File: src/hw/rtl/owbm_pkg.sv
// ----------------------------------------------------------------------------
// owbm_pkg: shared types and constants for the 1-Wire bus master
// Word formats, action codes, the decoded command word and config defaults.
// ----------------------------------------------------------------------------
`default_nettype none

package owbm_pkg;

  localparam int unsigned CFG_NUM   = 8;
  localparam int unsigned CFG_W     = 10;
  localparam int unsigned CFG_IDX_W = 3;
  localparam int unsigned TMR_W     = 10;
  localparam int unsigned BYTE_BITS = 8;
  localparam int unsigned BITS_W    = 4;

  // action codes
  localparam logic [2:0] ACT_TICK  = 3'd0;
  localparam logic [2:0] ACT_RESET = 3'd1;
  localparam logic [2:0] ACT_WBIT  = 3'd2;
  localparam logic [2:0] ACT_RBIT  = 3'd3;
  localparam logic [2:0] ACT_WBYTE = 3'd4;
  localparam logic [2:0] ACT_RBYTE = 3'd5;

  // config register indexes
  localparam logic [CFG_IDX_W-1:0] CFG_RESET_LOW  = 3'd0;
  localparam logic [CFG_IDX_W-1:0] CFG_PRES_WAIT  = 3'd1;
  localparam logic [CFG_IDX_W-1:0] CFG_PRES_REST  = 3'd2;
  localparam logic [CFG_IDX_W-1:0] CFG_WR1_LOW    = 3'd3;
  localparam logic [CFG_IDX_W-1:0] CFG_WR1_HIGH   = 3'd4;
  localparam logic [CFG_IDX_W-1:0] CFG_WR0_LOW    = 3'd5;
  localparam logic [CFG_IDX_W-1:0] CFG_WR0_HIGH   = 3'd6;
  localparam logic [CFG_IDX_W-1:0] CFG_READ_LOW   = 3'd7;

  localparam logic [CFG_W-1:0] CFG_DEFAULT [CFG_NUM] = '{
    10'd480, 10'd70, 10'd410, 10'd10, 10'd55, 10'd65, 10'd5, 10'd5
  };

  // fixed read slot timing
  localparam logic [TMR_W-1:0] READ_SAMPLE_TIME = 10'd10;
  localparam logic [TMR_W-1:0] READ_REST_TIME   = 10'd55;

  typedef struct packed {
    logic [2:0] action;
    logic [7:0] tx_data;
    logic       line_level;
  } in_t;

  typedef struct packed {
    logic       pull_low;
    logic       busy_res;
    logic       done_res;
    logic       presence;
    logic [7:0] rx_data;
    logic       rejected;
  } out_t;

  typedef enum logic [1:0] {
    KIND_NOP,
    KIND_TICK,
    KIND_CMD
  } kind_e;

  typedef struct packed {
    kind_e      kind;
    logic [2:0] action;
    logic [7:0] tx_data;
    logic       line_level;
  } cmd_t;

endpackage

`default_nettype wire

File: src/hw/rtl/one_wire_bus_master_top.sv
// ----------------------------------------------------------------------------
// one_wire_bus_master_top: 1-Wire bus master
// Classifier, two-word queue and slot sequencer; one result word per input.
// ----------------------------------------------------------------------------
//  port group   dir  handshake              word
//  in_*         in   in_valid_i/in_stall_o  in_t  (action, tx_data, line_level)
//  out_*        out  out_valid_o/out_stall_i out_t (pull_low .. rejected)
//  cfg_*        in   cfg_we_i               cfg_idx_i, cfg_data_i
//
//  One word per cycle sustained when nothing stalls; each accepted input word
//  is written into the queue, then its result word into the output register.
//  in_stall_o rises only when the two-entry queue is full.
//  Reset restores the default slot timings and idles the bus (released).
// ----------------------------------------------------------------------------
`default_nettype none

module one_wire_bus_master_top import owbm_pkg::*; (
  input  wire logic                 clk_i,
  input  wire logic                 rst_ni,
  input  wire logic                 in_valid_i,
  output logic                      in_stall_o,
  input  in_t                       in_word_i,
  output logic                      out_valid_o,
  input  wire logic                 out_stall_i,
  output out_t                      out_word_o,
  input  wire logic                 cfg_we_i,
  input  wire logic [CFG_IDX_W-1:0] cfg_idx_i,
  input  wire logic [CFG_W-1:0]     cfg_data_i
);

  cmd_t front_cmd;
  cmd_t q_cmd;
  logic q_valid;
  logic q_pop;

  owbm_front u_front (
    .in_word_i (in_word_i),
    .cmd_o     (front_cmd)
  );

  owbm_queue u_queue (
    .clk_i       (clk_i),
    .rst_ni      (rst_ni),
    .push_i      (in_valid_i),
    .push_word_i (front_cmd),
    .full_o      (in_stall_o),
    .pop_i       (q_pop),
    .valid_o     (q_valid),
    .pop_word_o  (q_cmd)
  );

  owbm_engine u_engine (
    .clk_i       (clk_i),
    .rst_ni      (rst_ni),
    .cfg_we_i    (cfg_we_i),
    .cfg_idx_i   (cfg_idx_i),
    .cfg_data_i  (cfg_data_i),
    .cmd_valid_i (q_valid),
    .cmd_i       (q_cmd),
    .cmd_pop_o   (q_pop),
    .out_valid_o (out_valid_o),
    .out_stall_i (out_stall_i),
    .out_word_o  (out_word_o)
  );

endmodule

`default_nettype wire

File: src/hw/rtl/owbm_front.sv
// ----------------------------------------------------------------------------
// owbm_front: input classifier
// Sorts each incoming word into tick, command or no-op and prepares its data.
// ----------------------------------------------------------------------------
`default_nettype none

module owbm_front import owbm_pkg::*; (
  input  in_t  in_word_i,
  output cmd_t cmd_o
);

  always_comb begin
    cmd_o.action     = in_word_i.action;
    cmd_o.line_level = in_word_i.line_level;
    cmd_o.tx_data    = in_word_i.tx_data;
    case (in_word_i.action)
      ACT_TICK:  cmd_o.kind = KIND_TICK;
      ACT_RESET,
      ACT_WBIT,
      ACT_RBIT,
      ACT_WBYTE,
      ACT_RBYTE: cmd_o.kind = KIND_CMD;
      default:   cmd_o.kind = KIND_NOP;
    endcase
    // write bit only sends bit 0
    if (in_word_i.action == ACT_WBIT) begin
      cmd_o.tx_data = {7'd0, in_word_i.tx_data[0]};
    end
  end

endmodule

`default_nettype wire

File: src/hw/rtl/owbm_queue.sv
// ----------------------------------------------------------------------------
// owbm_queue: two-entry word queue
// Decouples the classifier from the bus engine so each side stalls alone.
// ----------------------------------------------------------------------------
`default_nettype none

module owbm_queue import owbm_pkg::*; (
  input  wire logic clk_i,
  input  wire logic rst_ni,
  input  wire logic push_i,
  input  cmd_t      push_word_i,
  output logic      full_o,
  input  wire logic pop_i,
  output logic      valid_o,
  output cmd_t      pop_word_o
);

  cmd_t       mem_q [2];
  logic       wr_ptr_q, wr_ptr_d;
  logic       rd_ptr_q, rd_ptr_d;
  logic [1:0] cnt_q, cnt_d;
  logic       do_push, do_pop;

  assign full_o     = cnt_q == 2'd2;
  assign valid_o    = cnt_q != 2'd0;
  assign pop_word_o = mem_q[rd_ptr_q];
  assign do_push    = push_i && !full_o;
  assign do_pop     = pop_i && valid_o;

  always_comb begin
    wr_ptr_d = do_push ? ~wr_ptr_q : wr_ptr_q;
    rd_ptr_d = do_pop ? ~rd_ptr_q : rd_ptr_q;
    cnt_d    = cnt_q;
    if (do_push && !do_pop) begin
      cnt_d = cnt_q + 2'd1;
    end else if (do_pop && !do_push) begin
      cnt_d = cnt_q - 2'd1;
    end
  end

  always_ff @(posedge clk_i or negedge rst_ni) begin
    if (!rst_ni) begin
      wr_ptr_q <= 1'b0;
      rd_ptr_q <= 1'b0;
      cnt_q    <= 2'd0;
    end else begin
      wr_ptr_q <= wr_ptr_d;
      rd_ptr_q <= rd_ptr_d;
      cnt_q    <= cnt_d;
    end
  end

  always_ff @(posedge clk_i) begin
    if (do_push) begin
      mem_q[wr_ptr_q] <= push_word_i;
    end
  end

endmodule

`default_nettype wire

File: src/hw/rtl/owbm_engine.sv
// ----------------------------------------------------------------------------
// owbm_engine: bus slot sequencer
// Holds the timing registers, runs reset/write/read slots one word per cycle
// while words arrive and the output is not stalled, and registers the result word.
// ----------------------------------------------------------------------------
`default_nettype none

module owbm_engine import owbm_pkg::*; (
  input  wire logic                 clk_i,
  input  wire logic                 rst_ni,
  input  wire logic                 cfg_we_i,
  input  wire logic [CFG_IDX_W-1:0] cfg_idx_i,
  input  wire logic [CFG_W-1:0]     cfg_data_i,
  input  wire logic                 cmd_valid_i,
  input  cmd_t                      cmd_i,
  output logic                      cmd_pop_o,
  output logic                      out_valid_o,
  input  wire logic                 out_stall_i,
  output out_t                      out_word_o
);

  localparam logic [3:0] PH_IDLE     = 4'd0;
  localparam logic [3:0] PH_RST_LOW  = 4'd1;
  localparam logic [3:0] PH_RST_WAIT = 4'd2;
  localparam logic [3:0] PH_RST_REST = 4'd3;
  localparam logic [3:0] PH_WR_LOW   = 4'd4;
  localparam logic [3:0] PH_WR_HIGH  = 4'd5;
  localparam logic [3:0] PH_RD_LOW   = 4'd6;
  localparam logic [3:0] PH_RD_WAIT  = 4'd7;
  localparam logic [3:0] PH_RD_REST  = 4'd8;

  logic [CFG_W-1:0]  cfg_q [CFG_NUM];
  logic [3:0]        ph_q, ph_d;
  logic [2:0]        op_q, op_d;
  logic [TMR_W-1:0]  tmr_q, tmr_d;
  logic [BITS_W-1:0] bits_q, bits_d;
  logic [7:0]        shift_q, shift_d;
  logic              pres_q, pres_d;
  logic              drv_q, drv_d;
  logic [7:0]        rx_q, rx_d;
  logic              out_valid_q;
  out_t              out_word_q;
  logic              take;
  logic              done, rej, fin;
  logic [BITS_W-1:0] bits_n;

  // zero duration behaves as one microsecond
  function automatic logic [TMR_W-1:0] dur(input logic [CFG_W-1:0] v);
    dur = (v == '0) ? TMR_W'(1) : TMR_W'(v);
  endfunction

  assign take        = cmd_valid_i && (!out_valid_q || !out_stall_i);
  assign cmd_pop_o   = take;
  assign out_valid_o = out_valid_q;
  assign out_word_o  = out_word_q;

  always_comb begin
    ph_d    = ph_q;
    op_d    = op_q;
    tmr_d   = tmr_q;
    bits_d  = bits_q;
    shift_d = shift_q;
    pres_d  = pres_q;
    drv_d   = drv_q;
    rx_d    = rx_q;
    done    = 1'b0;
    rej     = 1'b0;
    fin     = 1'b0;
    bits_n  = (bits_q != '0) ? bits_q - BITS_W'(1) : '0;

    case (cmd_i.kind)
      KIND_TICK: begin
        if (ph_q != PH_IDLE) begin
          if (tmr_q > TMR_W'(1)) begin
            tmr_d = tmr_q - TMR_W'(1);
          end else begin
            case (ph_q)
              PH_RST_LOW: begin
                ph_d  = PH_RST_WAIT;
                tmr_d = dur(cfg_q[CFG_PRES_WAIT]);
                drv_d = 1'b0;
              end
              PH_RST_WAIT: begin
                pres_d = ~cmd_i.line_level;  // presence is active low
                ph_d   = PH_RST_REST;
                tmr_d  = dur(cfg_q[CFG_PRES_REST]);
                drv_d  = 1'b0;
              end
              PH_RST_REST: fin = 1'b1;
              PH_WR_LOW: begin
                ph_d  = PH_WR_HIGH;
                tmr_d = shift_q[0] ? dur(cfg_q[CFG_WR1_HIGH]) : dur(cfg_q[CFG_WR0_HIGH]);
                drv_d = 1'b0;
              end
              PH_WR_HIGH: begin
                shift_d = {1'b0, shift_q[7:1]};
                bits_d  = bits_n;
                if (bits_n == '0) begin
                  fin = 1'b1;
                end else begin
                  ph_d  = PH_WR_LOW;
                  tmr_d = shift_q[1] ? dur(cfg_q[CFG_WR1_LOW]) : dur(cfg_q[CFG_WR0_LOW]);
                  drv_d = 1'b1;
                end
              end
              PH_RD_LOW: begin
                ph_d  = PH_RD_WAIT;
                tmr_d = READ_SAMPLE_TIME;
                drv_d = 1'b0;
              end
              PH_RD_WAIT: begin
                if (op_q == ACT_RBIT) begin
                  shift_d = {7'd0, cmd_i.line_level};
                end else begin
                  shift_d = {cmd_i.line_level, shift_q[7:1]};
                end
                ph_d  = PH_RD_REST;
                tmr_d = READ_REST_TIME;
                drv_d = 1'b0;
              end
              PH_RD_REST: begin
                bits_d = bits_n;
                if (bits_n == '0) begin
                  fin = 1'b1;
                end else begin
                  ph_d  = PH_RD_LOW;
                  tmr_d = dur(cfg_q[CFG_READ_LOW]);
                  drv_d = 1'b1;
                end
              end
              default: fin = 1'b1;
            endcase
            if (fin) begin
              ph_d   = PH_IDLE;
              tmr_d  = '0;
              drv_d  = 1'b0;
              bits_d = '0;
              done   = 1'b1;
              if (op_q == ACT_RBIT || op_q == ACT_RBYTE) begin
                rx_d = shift_d;
              end
            end
          end
        end
      end
      KIND_CMD: begin
        if (ph_q != PH_IDLE) begin
          rej = 1'b1;
        end else begin
          op_d  = cmd_i.action;
          drv_d = 1'b1;
          case (cmd_i.action)
            ACT_RESET: begin
              bits_d = '0;
              ph_d   = PH_RST_LOW;
              tmr_d  = dur(cfg_q[CFG_RESET_LOW]);
            end
            ACT_WBIT,
            ACT_WBYTE: begin
              bits_d  = (cmd_i.action == ACT_WBIT) ? BITS_W'(1) : BITS_W'(BYTE_BITS);
              shift_d = cmd_i.tx_data;
              ph_d    = PH_WR_LOW;
              tmr_d   = cmd_i.tx_data[0] ? dur(cfg_q[CFG_WR1_LOW]) : dur(cfg_q[CFG_WR0_LOW]);
            end
            ACT_RBIT: begin
              bits_d  = BITS_W'(1);
              shift_d = '0;
              ph_d    = PH_RD_LOW;
              tmr_d   = dur(cfg_q[CFG_READ_LOW]);
            end
            default: begin
              bits_d  = BITS_W'(BYTE_BITS);
              shift_d = '0;
              ph_d    = PH_RD_LOW;
              tmr_d   = dur(cfg_q[CFG_READ_LOW]);
            end
          endcase
        end
      end
      default: ;
    endcase
  end

  always_ff @(posedge clk_i or negedge rst_ni) begin
    if (!rst_ni) begin
      for (int i = 0; i < CFG_NUM; i++) begin
        cfg_q[i] <= CFG_DEFAULT[i];
      end
      ph_q        <= PH_IDLE;
      op_q        <= '0;
      tmr_q       <= '0;
      bits_q      <= '0;
      shift_q     <= '0;
      pres_q      <= 1'b0;
      drv_q       <= 1'b0;
      rx_q        <= '0;
      out_valid_q <= 1'b0;
    end else begin
      if (cfg_we_i) begin
        cfg_q[cfg_idx_i] <= cfg_data_i;
      end
      if (take) begin
        ph_q    <= ph_d;
        op_q    <= op_d;
        tmr_q   <= tmr_d;
        bits_q  <= bits_d;
        shift_q <= shift_d;
        pres_q  <= pres_d;
        drv_q   <= drv_d;
        rx_q    <= rx_d;
      end
      if (take) begin
        out_valid_q <= 1'b1;
      end else if (!out_stall_i) begin
        out_valid_q <= 1'b0;
      end
    end
  end

  always_ff @(posedge clk_i) begin
    if (take) begin
      out_word_q.pull_low  <= drv_d;
      out_word_q.busy_res  <= ph_d != PH_IDLE;
      out_word_q.done_res  <= done;
      out_word_q.presence  <= pres_d;
      out_word_q.rx_data   <= rx_d;
      out_word_q.rejected  <= rej;
    end
  end

endmodule

`default_nettype wire

File: config.mk
export PLATFORM = sky130hd
export DESIGN_NAME = one_wire_bus_master_top
export DESIGN_NICKNAME = d
export VERILOG_FILES = /design/src/hw/rtl/owbm_pkg.sv /design/src/hw/rtl/one_wire_bus_master_top.sv /design/src/hw/rtl/owbm_front.sv /design/src/hw/rtl/owbm_queue.sv /design/src/hw/rtl/owbm_engine.sv
export SDC_FILE = /design/constraint.sdc
export NUM_CORES = 1
export LEC_CHECK = 0
export BUFFER_PORTS_ARGS = -buffer_cell sky130_fd_sc_hd__buf_2
export CORE_MARGIN = 3
export CORE_UTILIZATION = 65
export DETAILED_ROUTE_END_ITERATION = 12
export PLACE_DENSITY = 0.86
export SYNTH_ARGS = -nofsm -noshare
export SYNTH_HDL_FRONTEND = slang
export SYNTH_SLANG_ARGS = --single-unit
File: constraint.sdc
create_clock -name clk_i -period 6.4 [get_ports clk_i]
set_input_delay 0.64 -clock clk_i [delete_from_list [all_inputs] [get_ports clk_i]]
set_output_delay 0.64 -clock clk_i [all_outputs]
set_load 0.03 [all_outputs]
==> results_dict.tcl, run 1 <==
set metrics [dict create \
    first_pass_iters 7 \
    wl_per_cell_um 21.6 \
    drv_cap 0 \
    worst_slew_pin_slew_ns 1.15 \
    num-nets-final 860 \
    synth_cells 793 \
    final_cell_mix "99 x dfrtp_1, 82 x mux2_2, 68 x nand2_1, 59 x o21ai_0, 46 x mux2i_1" \
    rows 41 \
    synth_top_area_share 0.287 \
    core_sq_mm 0.0128 \
    synth_cell_types 67 \
    insertion_delay_ns 0.43 \
    via_per_inst 6.66 \
    grt_overflow 0 \
    ir_drop_mv 0.297 \
    synth_largest_area_cell "dfrtp_1" \
    period_minus_slack_ns 3.56 \
    finalSetupTns_ns 0 \
    critPathMaxStageDelay_ns 0.93 \
    start_kind "flop" \
    synth_ff_type "dfrtp_1" \
    hp-class "in2async" \
    cts.sinks 165 \
    async_reset_ff_frac 0.752 \
    p_per_area_mw_per_mm2 477 \
    r2r_start "u_queue.rd_ptr_q" \
    mostFrequentLayoutCell "dfrtp_1" \
    yosysWarnings 0 \
    drive_gt1_frac 0.247 \
    cts.hold.buffers_added 0 \
    status "complete, no violations" \
    ctsResizeCount 0 \
    crit_start "u_queue.rd_ptr_q" \
    cts_buffer_depth 2 \
    syn_area_sq_mm 0.00864 \
    dpl-instance-area_sq_mm 0.00899 \
    relSlewSlack 0.228 \
    slowest_stage "dfrtp_1" \
    crit_buf_inv 2 \
    grt_util_all_layers 0.307 \
    syn_nets 828 \
    p_leak_nw 3.96 \
    path_clk_slew_ns 0.06 \
    crit_required_ns 6.71 \
    start_util 0.674 \
    crit_path_cell_trace "mux2i_1, ha_1, buf_4, and2_1, nor3_1, o21ai_1, buf_4, nor2_1, a32o_1" \
    io_buffer_count 44 \
    htree_levels 4 \
    synthTopCellsByArea "dfrtp_1 29%, edfxtp_1 14%, mux2_2 11%" \
    setup_violations 0 \
    grt_max_degree 83 \
    critPathKind "reg2reg" \
    grt_pass1_vias 6376 \
    antennaDiodeCount 0 \
    drc 0 \
    cts_made_buffers 17 \
    post-route-period-util 0.556 \
    critPathTopFamily "flip-flops" \
    finClkSkew_ns 0.00704 \
    drtAntennaViolNets 0 \
    fp.dieH_um 121 \
    die_area_sq_mm 0.0147 \
    design_area_sq_mm 0.00958 \
    avgSynthCellArea_sq_um 10.9 \
    rsz0062_at_grt "false" \
    crit_top_cell "buf_4" \
    area_growth_pct 10.9 \
    report.final.slew_viol_count 0 \
    ys_ff_latch 165 \
    end_kind "flop" \
    hold_viol_final 0 \
    cts-root-buf "clkbuf_16" \
    hpwlAfterDp_mm 15.1 \
    ys_seq_area_frac 0.505 \
    cts_tree "yes" \
    wirelength_mm 21.9 \
    vias 6729 \
    post-cts-setup-buffers 0 \
    antenna_found_initial 0 \
    cp.arrival_ns 3.87 \
    synth-edff-count 41 \
    place_congestion 0.929 \
    clock.fmax_mhz 281 \
    ios 45 \
    grt_pass1_wl_mm 35.0 \
    die_x_um 121 \
    path_max_fanout 26 \
    drt_iter0_markers 832 \
]
cells by family after synthesis:
kind of cell,synth area share
buf+inv,0.0349
xor+xnor,0.0142
mux,0.174
flops,0.505
compound gates,0.141
simple gates,0.122
fa+ha+maj,0.00840
report_power, final:
group | internal [W] | leakage [nW] | switching [W] | total, W
Combinational | 0.000691 | 1.80 | 0.00108 | 0.00177
Clock | 0.000612 | 0.285 | 0.000411 | 0.00102
Sequential | 0.00142 | 1.88 | 0.000357 | 0.00178
routing by layer:
| metal | track usage | share of wire | vias up |
|---|---|---|---|
| li1 | - | - | 3026 |
| met1 | 0.441 | 0.42 | 3283 |
| met2 | 0.476 | 0.47 | 377 |
| met3 | 0.0606 | 0.090 | 43 |
| met4 | 0.0945 | 0.020 | 0 |
| met5 | 0 | 0 | - |
stage by stage:
stage / setup WS [ns] / util / cells / hold WS (ns) / total power, W
floorplan: 3.34 / - / 793 / 0.344 / 0.00297
global placement: 3.14 / 0.701 / 978 / 0.459 / 0.00338
detailed placement: 2.92 / 0.701 / 978 / 0.472 / 0.00348
CTS: 2.92 / 0.747 / 1010 / 0.220 / 0.00452
global route: 2.67 / 0.747 / 1010 / 0.239 / 0.00482
finish: 2.84 / 0.747 / 1010 / 0.202 / 0.00457
cells in the mapped netlist, types with 3 or more instances:
master,n
nand4_1,3
xor2_1,8
a31oi_1,7
dfstp_2,25
edfxtp_1,41
o21ai_0,60
a21boi_0,5
or3_1,6
o22ai_1,9
mux2_2,82
mux2i_1,46
a21o_1,5
o2111ai_1,3
nand4b_1,5
a221oi_1,8
a22oi_1,4
a211oi_1,8
ha_1,5
dfrtp_1,99
a21oi_1,31
nand2_1,68
xnor2_1,6
a2111oi_0,3
nor3_1,31
o221ai_1,11
a311oi_1,3
mux2_4,8
nand2b_1,8
nand3b_1,3
a22o_1,3
nor3b_1,4
nor2_1,38
inv_1,32
clkbuf_1,32
nor2b_1,10
o31ai_1,9
buf_1,8
and2_1,4
nor4_1,12
nand3_1,5
worst paths after layout:
kind / end / cells after the start / slack (ns)
max reg2reg: u_engine.tmr_q[1] / 9 / 2.84
min reg2reg: u_engine.pres_q / 2 / 0.48
min: u_engine.cfg_q[9] / 1 / 0.20
max in group asynchronous: u_engine.cfg_q[37] / 2 / 4.77
min in group clk_i: u_queue.mem_q[1][0] / 1 / 0.40
max: u_engine.tmr_q[1] / 9 / 2.84
final cells by class:
cell class / instances / area, sq um
sequential: 165 / 4370
multi-input combinational: 552 / 3980
fill: 858 / 3240
clock buffer: 19 / 433
timing repair buffer: 56 / 313
tap: 172 / 215
clock inverter: 13 / 155
inverter: 33 / 124
registers in the layout, summed over array words and instances, names as in the netlist, 2 cells and up:
signal,flops
u_engine.ph_q,4
u_engine.shift_q,8
u_engine.cfg_q,80
u_engine.rx_q,8
u_engine.bits_q,4
u_engine.out_word_o,13
u_engine.tmr_q,10
u_engine.op_q,3
u_queue.mem_q,28
u_queue.cnt_q,2
No activity file was read; power rests on OpenSTA's default activity.
==> run 2, diff against run 1 <==
--- a/config.mk
+++ b/config.mk
@@ -7,9 +7,9 @@
 export LEC_CHECK = 0
 export BUFFER_PORTS_ARGS = -buffer_cell sky130_fd_sc_hd__buf_2
 export CORE_MARGIN = 3
-export CORE_UTILIZATION = 65
+export CORE_UTILIZATION = 62
 export DETAILED_ROUTE_END_ITERATION = 12
-export PLACE_DENSITY = 0.86
+export PLACE_DENSITY = 0.83
 export SYNTH_ARGS = -nofsm -noshare
 export SYNTH_HDL_FRONTEND = slang
 export SYNTH_SLANG_ARGS = --single-unit
==> constraint.sdc (replaced) <==
create_clock -name clk_i -period 3.6 [get_ports clk_i]
set_input_delay 0.36 -clock clk_i [delete_from_list [all_inputs] [get_ports clk_i]]
set_output_delay 0.36 -clock clk_i [all_outputs]
set_load 0.03 [all_outputs]
==> run 2 against run 1 <==
Against the previous run:
- combinational power rose by 86%
- worst setup slack got worse by 2.2 ns
- utilization fell by 2.9 points
- non-clock buffer count rose by 9
- first-iteration DRC count fell by 10%
- critical path type unchanged
==> results_dict.tcl, run 2 (synthesized netlist as in run 1, its figures left out) <==
set metrics [dict create \
    status "complete, no violations" \
    cts-root-buf "clkbuf_16" \
    crit_path_cell_trace "or4_4, or3_1, nor4b_4, and2_1, mux2_4" \
    rsz0062_at_grt "false" \
    multiInputGateArea_sq_mm 0.00398 \
    cts_tree "yes" \
    end_kind "flop" \
    wirelength_mm 21.9 \
    vias 6751 \
    p_leak_nw 4.00 \
    grt_overflow 0 \
    die_x_um 124 \
    largest_reg_flops 80 \
    hpwlAfterDp_mm 15.3 \
    place_congestion 0.981 \
    cts_buffer_depth 2 \
    start_util 0.642 \
    rows 42 \
    grt_pass1_vias 6572 \
    clock.fmax_mhz 332 \
    ctsResizeCount 0 \
    cp.arrival_ns 3.33 \
    cts.hold.buffers_added 0 \
    drc 0 \
    cts_made_buffers 17 \
    start_kind "flop" \
    cts.sinks 165 \
    slowest_stage "or3_1" \
    core_sq_mm 0.0135 \
    die_area_sq_mm 0.0154 \
    grt_max_degree 86 \
    drv_cap 0 \
    io_buffer_count 44 \
    drive_gt1_frac 0.254 \
    critPathTopFamily "simple AND/OR/NAND/NOR gates" \
    num-nets-final 869 \
    antennaDiodeCount 0 \
    dpl-instance-area_sq_mm 0.00906 \
    finClkSkew_ns 0.00718 \
    finalSetupTns_ns 0 \
    via_per_inst 6.60 \
    critPathKind "reg2reg" \
    grt_util_all_layers 0.296 \
    insertion_delay_ns 0.44 \
    post-cts-setup-buffers 0 \
    grt_pass1_wl_mm 34.6 \
    critPathMaxStageDelay_ns 0.66 \
    area.sequential_sq_mm 0.00437 \
    path_clk_slew_ns 0.06 \
    fp.dieH_um 124 \
    crit_buf_inv 0 \
    area_growth_pct 11.7 \
    relSlewSlack 0.216 \
    hold_viol_final 0 \
    final_util 0.718 \
    design_area_sq_mm 0.00965 \
    hp-class "in2async" \
    setup_violations 0 \
    path_max_fanout 16 \
    p_per_area_mw_per_mm2 849 \
    antenna_found_initial 0 \
    largest-register "u_engine.cfg_q" \
    fillers 959 \
    wl_per_cell_um 21.4 \
    period_minus_slack_ns 3.01 \
    mostFrequentLayoutCell "dfrtp_1" \
    ir_drop_mv 0.492 \
    final_cell_mix "99 x dfrtp_1, 82 x mux2_2, 68 x nand2_1, 59 x o21ai_0, 46 x mux2i_1" \
    report.final.slew_viol_count 0 \
    htree_levels 4 \
    drtAntennaViolNets 0 \
    drt_iter0_markers 747 \
    worst_slew_pin_slew_ns 1.17 \
    first_pass_iters 6 \
    crit_required_ns 3.92 \
    ios 45 \
    post-route-period-util 0.836 \
]
run 2: worst paths after layout:
check | start | endpoint | slack [ns] | depth (start not counted)
worst max-delay path | u_engine.tmr_q[8] | u_engine.rx_q[5] | 0.59 | 5
worst min-delay path | rst_ni | u_engine.cfg_q[79] | 0.11 | 1
worst max register to register | u_engine.tmr_q[8] | u_engine.rx_q[5] | 0.59 | 5
worst min register to register | u_engine.pres_q | u_engine.pres_q | 0.48 | 2
max in group asynchronous | rst_ni | u_engine.cfg_q[51] | 2.54 | 2
min in group clk_i | in_word_i[1] | u_queue.mem_q[1][1] | 0.12 | 1
run 2: layout make-up:
type,count,area share
clock buffers,19,0.0448
clock inverters,13,0.0161
inverters,33,0.0128
multi-input cells,552,0.412
flip-flops and latches,165,0.452
well taps,176,0.0228
repair buffers,65,0.0394
run 2: where the power goes:
part | internal, W | leakage [nW] | switching (W) | total [W]
Combinational | 0.00128 | 1.84 | 0.00201 | 0.00329
Clock | 0.00109 | 0.287 | 0.000735 | 0.00182
Sequential | 0.00252 | 1.88 | 0.000560 | 0.00308
Total | 0.00489 | 4.00 | 0.00331 | 0.00820
run 2: routing by layer:
layer | vias up | share of wire | routed length [um] | global-route usage
met2 | 322 | 0.48 | 10500 | 0.476
li1 | 3053 | - | - | -
met1 | 3327 | 0.41 | 9070 | 0.400
met4 | 0 | 0.020 | 441 | 0.0958
met5 | - | 0 | 0 | 0
met3 | 49 | 0.085 | 1850 | 0.0713
run 2: per-stage QoR:
step	hold slack, ns	worst slack, ns	cells	power [W]
detailed placement	0.471	0.645	991	0.00627
global route	0.112	0.449	1023	0.00863
floorplan	0.0644	0.536	793	0.00528
finish	0.112	0.591	1023	0.00820
CTS	0.104	0.599	1023	0.00813
global placement	0.459	0.753	991	0.00608
==> run 3, diff against run 2 <==
==> constraint.sdc (replaced) <==
create_clock -name clk_i -period 2.8 [get_ports clk_i]
set_input_delay 0.28 -clock clk_i [delete_from_list [all_inputs] [get_ports clk_i]]
set_output_delay 0.28 -clock clk_i [all_outputs]
set_load 0.03 [all_outputs]
==> run 3 against run 2 <==
Against the previous run:
- total power up 32%
- sequential cell count unchanged
- largest power group unchanged
- clock skew up 0.0041 ns
- critical path depth up 2
- combinational power up 39%
- die area unchanged
- global-route usage up 1.2 points
- critical endpoint is now u_engine.out_word_o[11]
- final area up 2.2%
- fmax up 11%
- clock power up 28%
==> results_dict.tcl, run 3 (synthesized netlist as in run 1, its figures left out) <==
set metrics [dict create \
    status "complete, no violations" \
    via_per_inst 6.54 \
    drc 0 \
    grt_util_all_layers 0.308 \
    num-nets-final 894 \
    hpwlAfterDp_mm 16.1 \
    worst_slew_pin_slew_ns 0.925 \
    die_area_sq_mm 0.0154 \
    met3_length_mm 1.75 \
    finClkSkew_ns 0.0113 \
    period_minus_slack_ns 2.71 \
    rrSetupSlack_ns 0.09 \
    rows 42 \
    hold_viol_final 0 \
    crit_required_ns 3.09 \
    p_per_area_mw_per_mm2 1100 \
    grt_max_degree 62 \
    cts-root-buf "clkbuf_16" \
    finalSetupTns_ns 0 \
    area_growth_pct 14.2 \
    ff2ff_path_depth 7 \
    p_leak_nw 4.14 \
    fp.dieH_um 124 \
    grt_overflow 0 \
    antennaDiodeCount 0 \
    power_w 0.0108 \
    relSlewSlack 0.380 \
    end_kind "flop" \
    r2r-end "u_engine.out_word_o[11]" \
    setup_violations 0 \
    drive_gt1_frac 0.281 \
    core_sq_mm 0.0135 \
    drv_cap 0 \
    r2r_start "u_engine.tmr_q[8]" \
    cts_buffer_depth 2 \
    critPathKind "reg2reg" \
    crit_end "u_engine.out_word_o[11]" \
    start_kind "flop" \
    hp-class "in2reg" \
    rsz0062_at_grt "false" \
    ios 45 \
    path_max_fanout 15 \
    io_buffer_count 44 \
    place_congestion 0.933 \
    htree_levels 4 \
    path_clk_slew_ns 0.06 \
    clock.fmax_mhz 369 \
    wirelength_mm 22.6 \
    wl_per_cell_um 21.6 \
    antenna_found_initial 0 \
    largest_reg_flops 80 \
    mostFrequentLayoutCell "dfrtp_1" \
    insertion_delay_ns 0.44 \
    cp.arrival_ns 3.00 \
    drt_iter0_markers 921 \
    drtAntennaViolNets 0 \
    ir_drop_mv 0.718 \
    first_pass_iters 5 \
    grt_pass1_vias 6629 \
    vias 6859 \
    largest-register "u_engine.cfg_q" \
    grt_pass1_wl_mm 35.8 \
    cts_tree "yes" \
    met2WireLength_mm 10.7 \
    top_layer "met4" \
    die_x_um 124 \
    final_cell_mix "99 x dfrtp_1, 82 x mux2_2, 68 x nand2_1, 59 x o21ai_0, 46 x mux2i_1" \
    cts_made_buffers 17 \
    wl_met1_mm 9.74 \
    crit_start "u_engine.tmr_q[8]" \
    report.final.slew_viol_count 0 \
    post-route-period-util 0.968 \
    start_util 0.642 \
    cts.sinks 165 \
]
## run 3: what timing repair did
item	CTS	global route
setup buffers	0	0
setup endpoints to repair	0	6
hold buffers	1	0
endpoints found under the hold margin	49	0
gates resized for setup	0	4
## run 3: per-layer routing
layer | GRT usage | up-vias
li1 | - | 3091
met1 | 0.432 | 3393
met2 | 0.484 | 335
met3 | 0.0795 | 40
met4 | 0.0794 | 0
met5 | 0 | -
## run 3: worst min path at each step
stage,endpoint,slack (ns),startpoint,depth (start not counted)
4_1_cts,u_queue.mem_q[1][1],0.02,in_word_i[1],1
5_1_grt,u_queue.mem_q[0][1],0.02,in_word_i[1],1
6_report,u_queue.mem_q[0][1],0.03,in_word_i[1],1
3_3_place_gp,u_engine.tmr_q[9],0.44,rst_ni,1
3_5_place_dp,u_engine.tmr_q[8],0.44,rst_ni,1
2_1_floorplan,u_engine.bits_q[0],-0.02,rst_ni,0
## run 3: area by class of cell
type                       count  area (sq um)
multi-input combinational    552          3990
timing repair buffer          90           583
fill                         965          3580
tap                          176           220
clock buffer                  19           433
clock inverter                13           149
inverter                      33           124
sequential                   165          4370
## run 3: power by group
group	switching [W]	internal, W
combinational	0.00273	0.00184
sequential	0.000672	0.00324
clock	0.00100	0.00133
total	0.00440	0.00641
## run 3: worst max-delay path, stage by stage, from the launching register on
cell and delay, ns:
dfrtp_1 0.42, or4_4 0.57, or3_1 0.47, buf_4 0.23, or3_1 0.37, a21oi_1 0.26
o41ai_2 0.12, nand4b_1 0.11
## run 3: per-stage QoR
stage,instances,area [sq um],hold slack (ns),util,setup slack [ns]
3_3_place_gp,1015,9260,0.436,0.688,0.116
6_report,1048,9870,0.0315,0.734,0.0891
5_1_grt,1048,9870,0.0172,0.734,0.00234
2_1_floorplan,793,8640,-0.0156,-,0.0781
3_5_place_dp,1015,9260,0.443,0.688,0.0235
4_1_cts,1048,9850,0.0202,0.732,0.0292
